**src/rtl/core/gpil_pkg.sv**
```systemverilog
// Shared constants and types for the point-to-line grouping block.
package gpil_pkg;

    localparam int MAX_POINTS_DEF = 64;
    localparam int COORD_BITS_DEF = 14;
    localparam int THR_W          = 14;
    localparam int LINE_W         = 6;

    // one-hot step select for the shared multiply/compare unit
    typedef struct packed {
        logic mul_y;
        logic diff;
        logic mul_thr;
        logic cmp;
    } arith_ctl_t;

endpackage

```
**src/rtl/core/gpil_ram.sv**
```systemverilog
// Generic simple dual-port RAM with registered read.
module gpil_ram #(
    parameter int WIDTH = 8,
    parameter int DEPTH = 64
) (
    input  logic                     clk,
    input  logic                     wr_en,
    input  logic [$clog2(DEPTH)-1:0] wr_addr,
    input  logic [WIDTH-1:0]         wr_data,
    input  logic                     rd_en,
    input  logic [$clog2(DEPTH)-1:0] rd_addr,
    output logic [WIDTH-1:0]         rd_data
);

    logic [WIDTH-1:0] mem [DEPTH];

    always_ff @(posedge clk)
    begin
        if (wr_en)
        begin
            mem[wr_addr] <= wr_data;
        end
        if (rd_en)
        begin
            rd_data <= mem[rd_addr];
        end
    end

endmodule

```
**src/rtl/core/gpil_arith.sv**
```systemverilog
// Shared multiply / subtract / compare unit for the new-line test.
// Steps: y*size, |sum - prod|, thr*size, diff > prod.
module gpil_arith #(
    parameter int MAX_POINTS = gpil_pkg::MAX_POINTS_DEF,
    parameter int COORD_BITS = gpil_pkg::COORD_BITS_DEF
) (
    input  logic                                            clk,
    input  gpil_pkg::arith_ctl_t                            ctl,
    input  logic [COORD_BITS+$clog2(MAX_POINTS+1)-1:0]      sum,
    input  logic [COORD_BITS-1:0]                           y,
    input  logic [gpil_pkg::THR_W-1:0]                      thr,
    input  logic [$clog2(MAX_POINTS+1)-1:0]                 size,
    output logic                                            far
);

    localparam int CNT_W  = $clog2(MAX_POINTS + 1);
    localparam int OP_W   = (COORD_BITS > gpil_pkg::THR_W) ? COORD_BITS : gpil_pkg::THR_W;
    localparam int PROD_W = OP_W + CNT_W;

    logic [OP_W-1:0]   mul_a;
    logic [PROD_W-1:0] prod_full;
    logic [PROD_W:0]   sub;
    logic [PROD_W:0]   sub_abs;
    logic [PROD_W-1:0] prod_reg;
    logic [PROD_W-1:0] diff_reg;
    logic              far_reg;

    assign mul_a     = ctl.mul_thr ? OP_W'(thr) : OP_W'(y);
    assign prod_full = PROD_W'(mul_a) * PROD_W'(size);
    assign sub       = {1'b0, PROD_W'(sum)} - {1'b0, prod_reg};
    assign sub_abs   = sub[PROD_W] ? (~sub + 1'b1) : sub;

    always_ff @(posedge clk)
    begin
        if (ctl.mul_y || ctl.mul_thr)
        begin
            prod_reg <= prod_full;
        end
        if (ctl.diff)
        begin
            diff_reg <= sub_abs[PROD_W-1:0];
        end
        if (ctl.cmp)
        begin
            far_reg <= (diff_reg > prod_reg);
        end
    end

    assign far = far_reg;

endmodule

```
**src/rtl/core/group_points_into_lines.sv**
```systemverilog
// Top level: groups box centers into text lines and emits them at page end.
// Per center: into an empty line it is written directly, and on a full page it is dropped;
// otherwise the shared unit checks whether it opens a new line, then it is written in x order,
// either at the line front or behind a stored point, with each stored point of larger x shifted
// right in the point RAM. Emission reads, loads and offers each word, plus a line-start RAM
// read per closed line. Reset clears page state and threshold; the RAMs are not cleared.
module group_points_into_lines #(
    parameter int MAX_POINTS = gpil_pkg::MAX_POINTS_DEF,
    parameter int COORD_BITS = gpil_pkg::COORD_BITS_DEF
) (
    input  logic                                                  clk,
    input  logic                                                  rst_n,
    input  logic                                                  cfg_wr_en,
    input  logic [gpil_pkg::THR_W-1:0]                            cfg_wr_data,  // line_threshold
    input  logic                                                  s_tvalid,
    output logic                                                  s_tready,
    // s_tdata: point_x, point_y
    input  logic [((2*COORD_BITS+7)/8)*8-1:0]                     s_tdata,
    input  logic                                                  s_tlast,      // page_end
    output logic                                                  m_tvalid,
    input  logic                                                  m_tready,
    // m_tdata: out_x, out_y, line_number
    output logic [((2*COORD_BITS+gpil_pkg::LINE_W+7)/8)*8-1:0]    m_tdata,
    output logic                                                  m_tuser,      // line_end
    output logic                                                  m_tlast       // page_done
);

    localparam int OUT_W = ((2*COORD_BITS + gpil_pkg::LINE_W + 7) / 8) * 8;
    localparam int CNT_W = $clog2(MAX_POINTS + 1);
    localparam int IDX_W = $clog2(MAX_POINTS);
    localparam int SUM_W = COORD_BITS + CNT_W;
    localparam int PT_W  = 2 * COORD_BITS;

    typedef enum logic [3:0] {
        ST_IDLE,
        ST_MUL_Y,
        ST_DIFF,
        ST_MUL_T,
        ST_CMP,
        ST_SPLIT,
        ST_INS_RD,
        ST_INS_CHK,
        ST_INS_WR,
        ST_EM_RD,
        ST_EM_LOAD,
        ST_EM_OUT,
        ST_EM_LS
    } state_t;

    state_t                        state_reg, state_next;
    logic [gpil_pkg::THR_W-1:0]    thr_reg;
    logic [COORD_BITS-1:0]         x_reg, x_next;
    logic [COORD_BITS-1:0]         y_reg, y_next;
    logic                          last_reg, last_next;
    logic [CNT_W-1:0]              held_reg, held_next;
    logic [IDX_W-1:0]              closed_reg, closed_next;
    logic [SUM_W-1:0]              sum_reg, sum_next;
    logic [CNT_W-1:0]              size_reg, size_next;
    logic [IDX_W-1:0]              start_reg, start_next;
    logic [IDX_W-1:0]              pos_reg, pos_next;
    logic [IDX_W-1:0]              i_reg, i_next;
    logic [IDX_W-1:0]              lo_reg, lo_next;
    logic [CNT_W-1:0]              hi_reg, hi_next;
    logic [IDX_W-1:0]              left_reg, left_next;
    logic [gpil_pkg::LINE_W-1:0]   line_no_reg, line_no_next;
    logic                          m_valid_reg, m_valid_next;
    logic [COORD_BITS-1:0]         ox_reg, ox_next;
    logic [COORD_BITS-1:0]         oy_reg, oy_next;
    logic [gpil_pkg::LINE_W-1:0]   oline_reg, oline_next;
    logic                          oend_reg, oend_next;
    logic                          odone_reg, odone_next;

    logic                          pt_wr_en;
    logic [IDX_W-1:0]              pt_wr_addr;
    logic [PT_W-1:0]               pt_wr_data;
    logic                          pt_rd_en;
    logic [IDX_W-1:0]              pt_rd_addr;
    logic [PT_W-1:0]               pt_rd_data;
    logic                          ls_wr_en;
    logic                          ls_rd_en;
    logic [IDX_W-1:0]              ls_rd_addr;
    logic [IDX_W-1:0]              ls_rd_data;

    gpil_pkg::arith_ctl_t          actl;
    logic                          far;
    logic                          s_acc;
    logic [IDX_W-1:0]              pos_dec;
    logic [CNT_W-1:0]              held_inc;

    assign s_acc    = s_tvalid && s_tready;
    assign pos_dec  = pos_reg - IDX_W'(1);
    assign held_inc = held_reg + CNT_W'(1);

    assign actl.mul_y   = (state_reg == ST_MUL_Y);
    assign actl.diff    = (state_reg == ST_DIFF);
    assign actl.mul_thr = (state_reg == ST_MUL_T);
    assign actl.cmp     = (state_reg == ST_CMP);

    gpil_arith #(
        .MAX_POINTS (MAX_POINTS),
        .COORD_BITS (COORD_BITS)
    ) u_arith (
        .clk  (clk),
        .ctl  (actl),
        .sum  (sum_reg),
        .y    (y_reg),
        .thr  (thr_reg),
        .size (size_reg),
        .far  (far)
    );

    // points, stored line after line, each line sorted by x: {y, x}
    gpil_ram #(
        .WIDTH (PT_W),
        .DEPTH (MAX_POINTS)
    ) u_pt_ram (
        .clk     (clk),
        .wr_en   (pt_wr_en),
        .wr_addr (pt_wr_addr),
        .wr_data (pt_wr_data),
        .rd_en   (pt_rd_en),
        .rd_addr (pt_rd_addr),
        .rd_data (pt_rd_data)
    );

    // first index of each closed line
    gpil_ram #(
        .WIDTH (IDX_W),
        .DEPTH (MAX_POINTS)
    ) u_ls_ram (
        .clk     (clk),
        .wr_en   (ls_wr_en),
        .wr_addr (closed_reg),
        .wr_data (start_reg),
        .rd_en   (ls_rd_en),
        .rd_addr (ls_rd_addr),
        .rd_data (ls_rd_data)
    );

    always_comb
    begin
        state_next   = state_reg;
        x_next       = x_reg;
        y_next       = y_reg;
        last_next    = last_reg;
        held_next    = held_reg;
        closed_next  = closed_reg;
        sum_next     = sum_reg;
        size_next    = size_reg;
        start_next   = start_reg;
        pos_next     = pos_reg;
        i_next       = i_reg;
        lo_next      = lo_reg;
        hi_next      = hi_reg;
        left_next    = left_reg;
        line_no_next = line_no_reg;
        m_valid_next = m_valid_reg;
        ox_next      = ox_reg;
        oy_next      = oy_reg;
        oline_next   = oline_reg;
        oend_next    = oend_reg;
        odone_next   = odone_reg;
        pt_wr_en     = 1'b0;
        pt_wr_addr   = pos_reg;
        pt_wr_data   = {y_reg, x_reg};
        pt_rd_en     = 1'b0;
        pt_rd_addr   = pos_dec;
        ls_wr_en     = 1'b0;
        ls_rd_en     = 1'b0;
        ls_rd_addr   = left_reg - IDX_W'(1);

        unique case (state_reg)
            ST_IDLE:
            begin
                if (s_acc)
                begin
                    x_next    = s_tdata[COORD_BITS-1:0];
                    y_next    = s_tdata[2*COORD_BITS-1:COORD_BITS];
                    last_next = s_tlast;
                    pos_next  = held_reg[IDX_W-1:0];
                    if (held_reg == CNT_W'(MAX_POINTS))
                    begin
                        // page full: word dropped, still emit on page end
                        if (s_tlast)
                        begin
                            i_next       = start_reg;
                            lo_next      = start_reg;
                            hi_next      = held_reg;
                            left_next    = closed_reg;
                            line_no_next = '0;
                            state_next   = ST_EM_RD;
                        end
                    end
                    else if (size_reg != '0)
                    begin
                        state_next = ST_MUL_Y;
                    end
                    else
                    begin
                        state_next = ST_INS_RD;
                    end
                end
            end
            ST_MUL_Y: state_next = ST_DIFF;
            ST_DIFF:  state_next = ST_MUL_T;
            ST_MUL_T: state_next = ST_CMP;
            ST_CMP:   state_next = ST_SPLIT;
            ST_SPLIT:
            begin
                if (far)
                begin
                    ls_wr_en    = 1'b1;
                    closed_next = closed_reg + IDX_W'(1);
                    start_next  = held_reg[IDX_W-1:0];
                    size_next   = '0;
                    sum_next    = '0;
                end
                state_next = ST_INS_RD;
            end
            ST_INS_RD:
            begin
                if (pos_reg > start_reg)
                begin
                    pt_rd_en   = 1'b1;
                    state_next = ST_INS_CHK;
                end
                else
                begin
                    state_next = ST_INS_WR;
                end
            end
            ST_INS_CHK:
            begin
                // read data holds the point at pos - 1
                if (pt_rd_data[COORD_BITS-1:0] > x_reg)
                begin
                    pt_wr_en   = 1'b1;
                    pt_wr_data = pt_rd_data;
                    pos_next   = pos_dec;
                    if (pos_dec > start_reg)
                    begin
                        pt_rd_en   = 1'b1;
                        pt_rd_addr = pos_dec - IDX_W'(1);
                    end
                    else
                    begin
                        state_next = ST_INS_WR;
                    end
                end
                else
                begin
                    state_next = ST_INS_WR;
                end
            end
            ST_INS_WR:
            begin
                pt_wr_en  = 1'b1;
                held_next = held_inc;
                size_next = size_reg + CNT_W'(1);
                sum_next  = sum_reg + SUM_W'(y_reg);
                if (last_reg)
                begin
                    i_next       = start_reg;
                    lo_next      = start_reg;
                    hi_next      = held_inc;
                    left_next    = closed_reg;
                    line_no_next = '0;
                    state_next   = ST_EM_RD;
                end
                else
                begin
                    state_next = ST_IDLE;
                end
            end
            ST_EM_RD:
            begin
                pt_rd_en   = 1'b1;
                pt_rd_addr = i_reg;
                state_next = ST_EM_LOAD;
            end
            ST_EM_LOAD:
            begin
                ox_next      = pt_rd_data[COORD_BITS-1:0];
                oy_next      = pt_rd_data[PT_W-1:COORD_BITS];
                oline_next   = line_no_reg;
                oend_next    = (CNT_W'(i_reg) + CNT_W'(1) == hi_reg);
                odone_next   = (CNT_W'(i_reg) + CNT_W'(1) == hi_reg) && (left_reg == '0);
                m_valid_next = 1'b1;
                state_next   = ST_EM_OUT;
            end
            ST_EM_OUT:
            begin
                if (m_tready)
                begin
                    m_valid_next = 1'b0;
                    if (!oend_reg)
                    begin
                        i_next     = i_reg + IDX_W'(1);
                        state_next = ST_EM_RD;
                    end
                    else if (left_reg == '0)
                    begin
                        held_next   = '0;
                        closed_next = '0;
                        sum_next    = '0;
                        size_next   = '0;
                        start_next  = '0;
                        state_next  = ST_IDLE;
                    end
                    else
                    begin
                        ls_rd_en     = 1'b1;
                        hi_next      = CNT_W'(lo_reg);
                        left_next    = left_reg - IDX_W'(1);
                        line_no_next = line_no_reg + gpil_pkg::LINE_W'(1);
                        state_next   = ST_EM_LS;
                    end
                end
            end
            ST_EM_LS:
            begin
                lo_next    = ls_rd_data;
                i_next     = ls_rd_data;
                state_next = ST_EM_RD;
            end
            default: state_next = ST_IDLE;
        endcase
    end

    always_ff @(posedge clk or negedge rst_n)
    begin
        if (!rst_n)
        begin
            state_reg   <= ST_IDLE;
            thr_reg     <= '0;
            held_reg    <= '0;
            closed_reg  <= '0;
            sum_reg     <= '0;
            size_reg    <= '0;
            start_reg   <= '0;
            m_valid_reg <= 1'b0;
        end
        else
        begin
            state_reg   <= state_next;
            held_reg    <= held_next;
            closed_reg  <= closed_next;
            sum_reg     <= sum_next;
            size_reg    <= size_next;
            start_reg   <= start_next;
            m_valid_reg <= m_valid_next;
            if (cfg_wr_en)
            begin
                thr_reg <= cfg_wr_data;
            end
        end
    end

    always_ff @(posedge clk)
    begin
        x_reg       <= x_next;
        y_reg       <= y_next;
        last_reg    <= last_next;
        pos_reg     <= pos_next;
        i_reg       <= i_next;
        lo_reg      <= lo_next;
        hi_reg      <= hi_next;
        left_reg    <= left_next;
        line_no_reg <= line_no_next;
        ox_reg      <= ox_next;
        oy_reg      <= oy_next;
        oline_reg   <= oline_next;
        oend_reg    <= oend_next;
        odone_reg   <= odone_next;
    end

    assign s_tready = (state_reg == ST_IDLE);
    assign m_tvalid = m_valid_reg;
    assign m_tdata  = OUT_W'({oline_reg, oy_reg, ox_reg});
    assign m_tuser  = oend_reg;
    assign m_tlast  = odone_reg;

endmodule

```
**config.mk**
```make
export PLATFORM = sky130hd
export DESIGN_NAME = group_points_into_lines
export DESIGN_NICKNAME = d
export VERILOG_FILES = /design/src/rtl/core/gpil_pkg.sv /design/src/rtl/core/gpil_ram.sv /design/src/rtl/core/gpil_arith.sv /design/src/rtl/core/group_points_into_lines.sv
export SDC_FILE = /design/constraint.sdc
export NUM_CORES = 2
export LEC_CHECK = 0
export BUFFER_PORTS_ARGS = -buffer_cell sky130_fd_sc_hd__buf_2
export CORE_ASPECT_RATIO = 0.9
export CORE_MARGIN = 4
export CORE_UTILIZATION = 26
export DETAILED_ROUTE_END_ITERATION = 6
export PLACE_DENSITY = 0.47
export SLEW_MARGIN = 5
export SYNTH_ARGS = -nofsm -noshare
export SYNTH_HDL_FRONTEND = slang
export SYNTH_HIERARCHICAL = 1
export SYNTH_SLANG_ARGS = --single-unit
```
**constraint.sdc**
```tcl
create_clock -name clk -period 7.78 [get_ports clk]
set_input_delay 0.389 -clock clk [delete_from_list [all_inputs] [get_ports clk]]
set_output_delay 0.389 -clock clk [all_outputs]
set_load 0.03 [all_outputs]
```
==> key figures <==
Clocking
  • H-tree levels: 4
  • CTS sink count: 2421
  • Worst-skew pair later-pin latency: about 900 ps
  • CTS root buf: clkbuf_16
  • CTS tree: built
  • Clk slew on worst S/H paths: around 60 ps
  • Post-CTS Setup Inserts: 0
  • Num CTS Buffers: 242
  • CTS Buffer Depth: 4

GRT
  • Initial antenna violation count: 7
  • Vias in the first global route: 52500
  • Total gr overflow: 0
  • Global-route usage over all layers: 0.137
  • Largest net degree at the start of global routing: around 110
  • First-pass GRT wire length: 394000 um

Timing
  • Final max-slew violation count: 0
  • Clock skew: roughly 79 ps
  • Final setup violation count: 0
  • Fin crit period: approximately 6600 ps
  • Slew @ Worst Pin: 1320 ps
  • Setup ws final: 1190 ps
  • Max-slew headroom: 0.117
  • Final Hold Fails: 0
  • Total negative slack: 0 ps
  • Final Cycle Share: 0.847
  • RSZ-0062 raised after global routing: no
  • Final hold slack: 205 ps
  • Achievable clock frequency: 152 MHz

Synth
  • Syn Inst Count: 5356
  • Top_reg_cell synth: edfxtp_1
  • Area contributors post-synth: edfxtp_1, mux4_2, mux2_2, dfrtp_1, ha_1
  • Post-Syn Area: 0.100 mm^2
  • Avg Inst Size Synth: roughly 19 um^2
  • EDFF count, synth: 2355
  • Synth cell types: 87
  • Cell taking the most area after synthesis: edfxtp_1
  • Top cell type's share of synthesized area: 0.706
  • Async S/R FF share, synth: 0.0273
  • Post-synthesis sequential area ratio: 0.723
  • Synth Warn #: 6
  • Most common cell in the netlist: edfxtp_1
  • Synth cell count leaders: edfxtp_1, mux4_2, nor2_1, nand2_1, mux2_2
  • Yosys reg bits: 2421

Setup path
  • CP arrival: 7180 ps
  • Crit path launch: state_reg[1]
  • Crit Path Max Fanout: 15
  • Kind of critical path: flip-flop to flip-flop
  • Critical Path Start Type: flip-flop
  • Critical Path RT: about 8400 ps
  • R2r startpoint: state_reg[1]
  • FF-to-FF setup slack: 1190 ps
  • Endpoint class of the critical path: flip-flop

Floorplan
  • I/O pins: 96
  • Die area: a little under 0.4 mm^2
  • Chip width: 662 um
  • Starting density of the core: 0.262
  • Rows: 215
  • Die Y: ~600 um
  • Core Area: 0.382 mm^2

Detailed routing
  • Via count: 51900
  • Avg Vias per Cell: ~4.7
  • DR iter-0 viols: 4924
  • Detailed Route WL: 277000 um
  • DRC viols: 0
  • DR pass1 iterations: 5
  • Final ANT Viol Nets: 0
  • Routed length per instance: 25.2 um

Final layout
  • Most flops, register: u_pt_ram/mem
  • Largest register FFs: 1792
  • Synth-to-layout area growth: 16.4%
  • Nets: 5937
  • Biggest regs: u_pt_ram/mem (1792), u_ls_ram/mem (384), u_pt_ram/rd_data (28)
  • Post-layout util: 0.305
  • Layout Cells excl Fill: 11000
  • Layout cells sized above 1: 0.235
  • Design area: 0.117 mm^2

Placement
  • RePlAce Congestion: 0.780
  • HPWL after DPL: 169000 um
  • DP Worst Slack: 1270 ps
  • Port Buffers: 85
  • Cell Area, Placed: 0.108 mm^2
  • DP Cell Count: 10500

Run status
  • Outcome: completed

Worst hold path
  • HP Class: input port to flip-flop
  • Worst Hold Launch: s_tdata[19]

Pwr
  • Overall power: 44.3 mW
  • Worst vdd ir: 0.314 mV
  • P_leak: 37.3 nW
  • Pwr dens: 380 mW/mm^2

Run
  • Max-cap viol count: 0
[cells in the final DEF, fill, tap and decap left out, drive strengths merged, types with 14 or more instances in the layout]
master	synthesis	routed
nand4	20	20
a21o	45	45
a22oi	43	43
or2	16	16
a31oi	18	18
a31o	14	14
ha	131	131
xnor2	52	52
nor2	250	250
clkbuf	125	300
mux2	151	151
dlygate4sd3	0	61
nor4	16	16
dfrtp	66	66
o211ai	35	35
fa	61	61
clkinv	0	93
edfxtp	2355	2355
o221ai	14	14
o22a	22	22
nand2b	41	41
xor2	47	47
o21ai	124	124
nor3	61	61
nand3	68	68
mux4	471	471
nor2b	81	81
and2	34	34
buf	141	293
o311ai	21	21
a211oi	24	24
inv	140	144
a21oi	79	79
bufinv	0	31
a22o	19	19
nand2	193	193
mux2i	138	138
o22ai	114	114
and3	14	14
[kinds of logic after synthesis]
logic type,after synthesis,synth area share
simple gates,837,0.0407
flops,2421,0.723
fa+ha+maj,192,0.0286
compound gates,640,0.0436
xor+xnor,99,0.00881
buf+inv,406,0.0188
mux,760,0.137
other cells,1,0.0000375
[worst max-delay path, cell delays in order (launching register included)]
cell and delay, ps:
dfrtp_1 570, nand2_1 220, nor3_2 150, buf_4 280
mux2i_1 890, nor2b_1 160, fa_1 570, fa_1 450
fa_1 550, inv_1 50, fa_1 530, inv_1 50
ha_1 340, a21oi_1 190, o21bai_1 90, a21oi_1 230
nor2b_1 80, a31oi_1 200, nand3_1 150, a31o_2 260
a21oi_1 170, xnor2_1 80
[path summary, 6_finish.rpt]
check                                       end  cells past startpoint
max                        u_arith/prod_reg[20]                     21
min                                    y_reg[5]                      2
max in group asynchronous          start_reg[0]                      3
min reg2reg                           oy_reg[2]                      0
max reg2reg                u_arith/prod_reg[20]                     21
min in group asynchronous            thr_reg[0]                      3
[what timing repair did]
| action | in CTS | in global routing |
|---|---|---|
| hold buffers | 61 | 0 |
| gates resized for setup | 0 | 0 |
| endpoints found under the hold margin | 113 | 0 |
[cell type report]
class | count | area (um^2)
Inverter | 140 | 532
Clock inverter | 135 | 1450
Antenna cell | 5 | 12.5
Timing Repair Buffer | 354 | 2830
Multi-Input combinational cell | 2534 | 26600
Clock buffer | 300 | 6330
Tap cell | 5099 | 6380
Fill cell | 37100 | 266000
Sequential cell | 2421 | 72400
[metal layers]
| metal | up-vias | global-route usage | part of all wire |
|---|---|---|---|
| li1 | 22300 | - | - |
| met1 | 28000 | 0.198 | 0.46 |
| met2 | 1396 | 0.216 | 0.46 |
| met3 | 315 | 0.0236 | 0.057 |
| met4 | 0 | 0.0300 | 0.021 |
| met5 | - | 0 | 0 |
[report_power, final]
group	leakage, nW	internal, mW	total [mW]	switching [mW]
combinational	11.5	6.23	16.2	9.92
sequential	22.1	15.9	16.4	0.519
clock	3.77	6.75	11.7	4.94
total	37.3	28.9	44.3	15.4
Note: power is estimated with default switching activity, not from simulation.
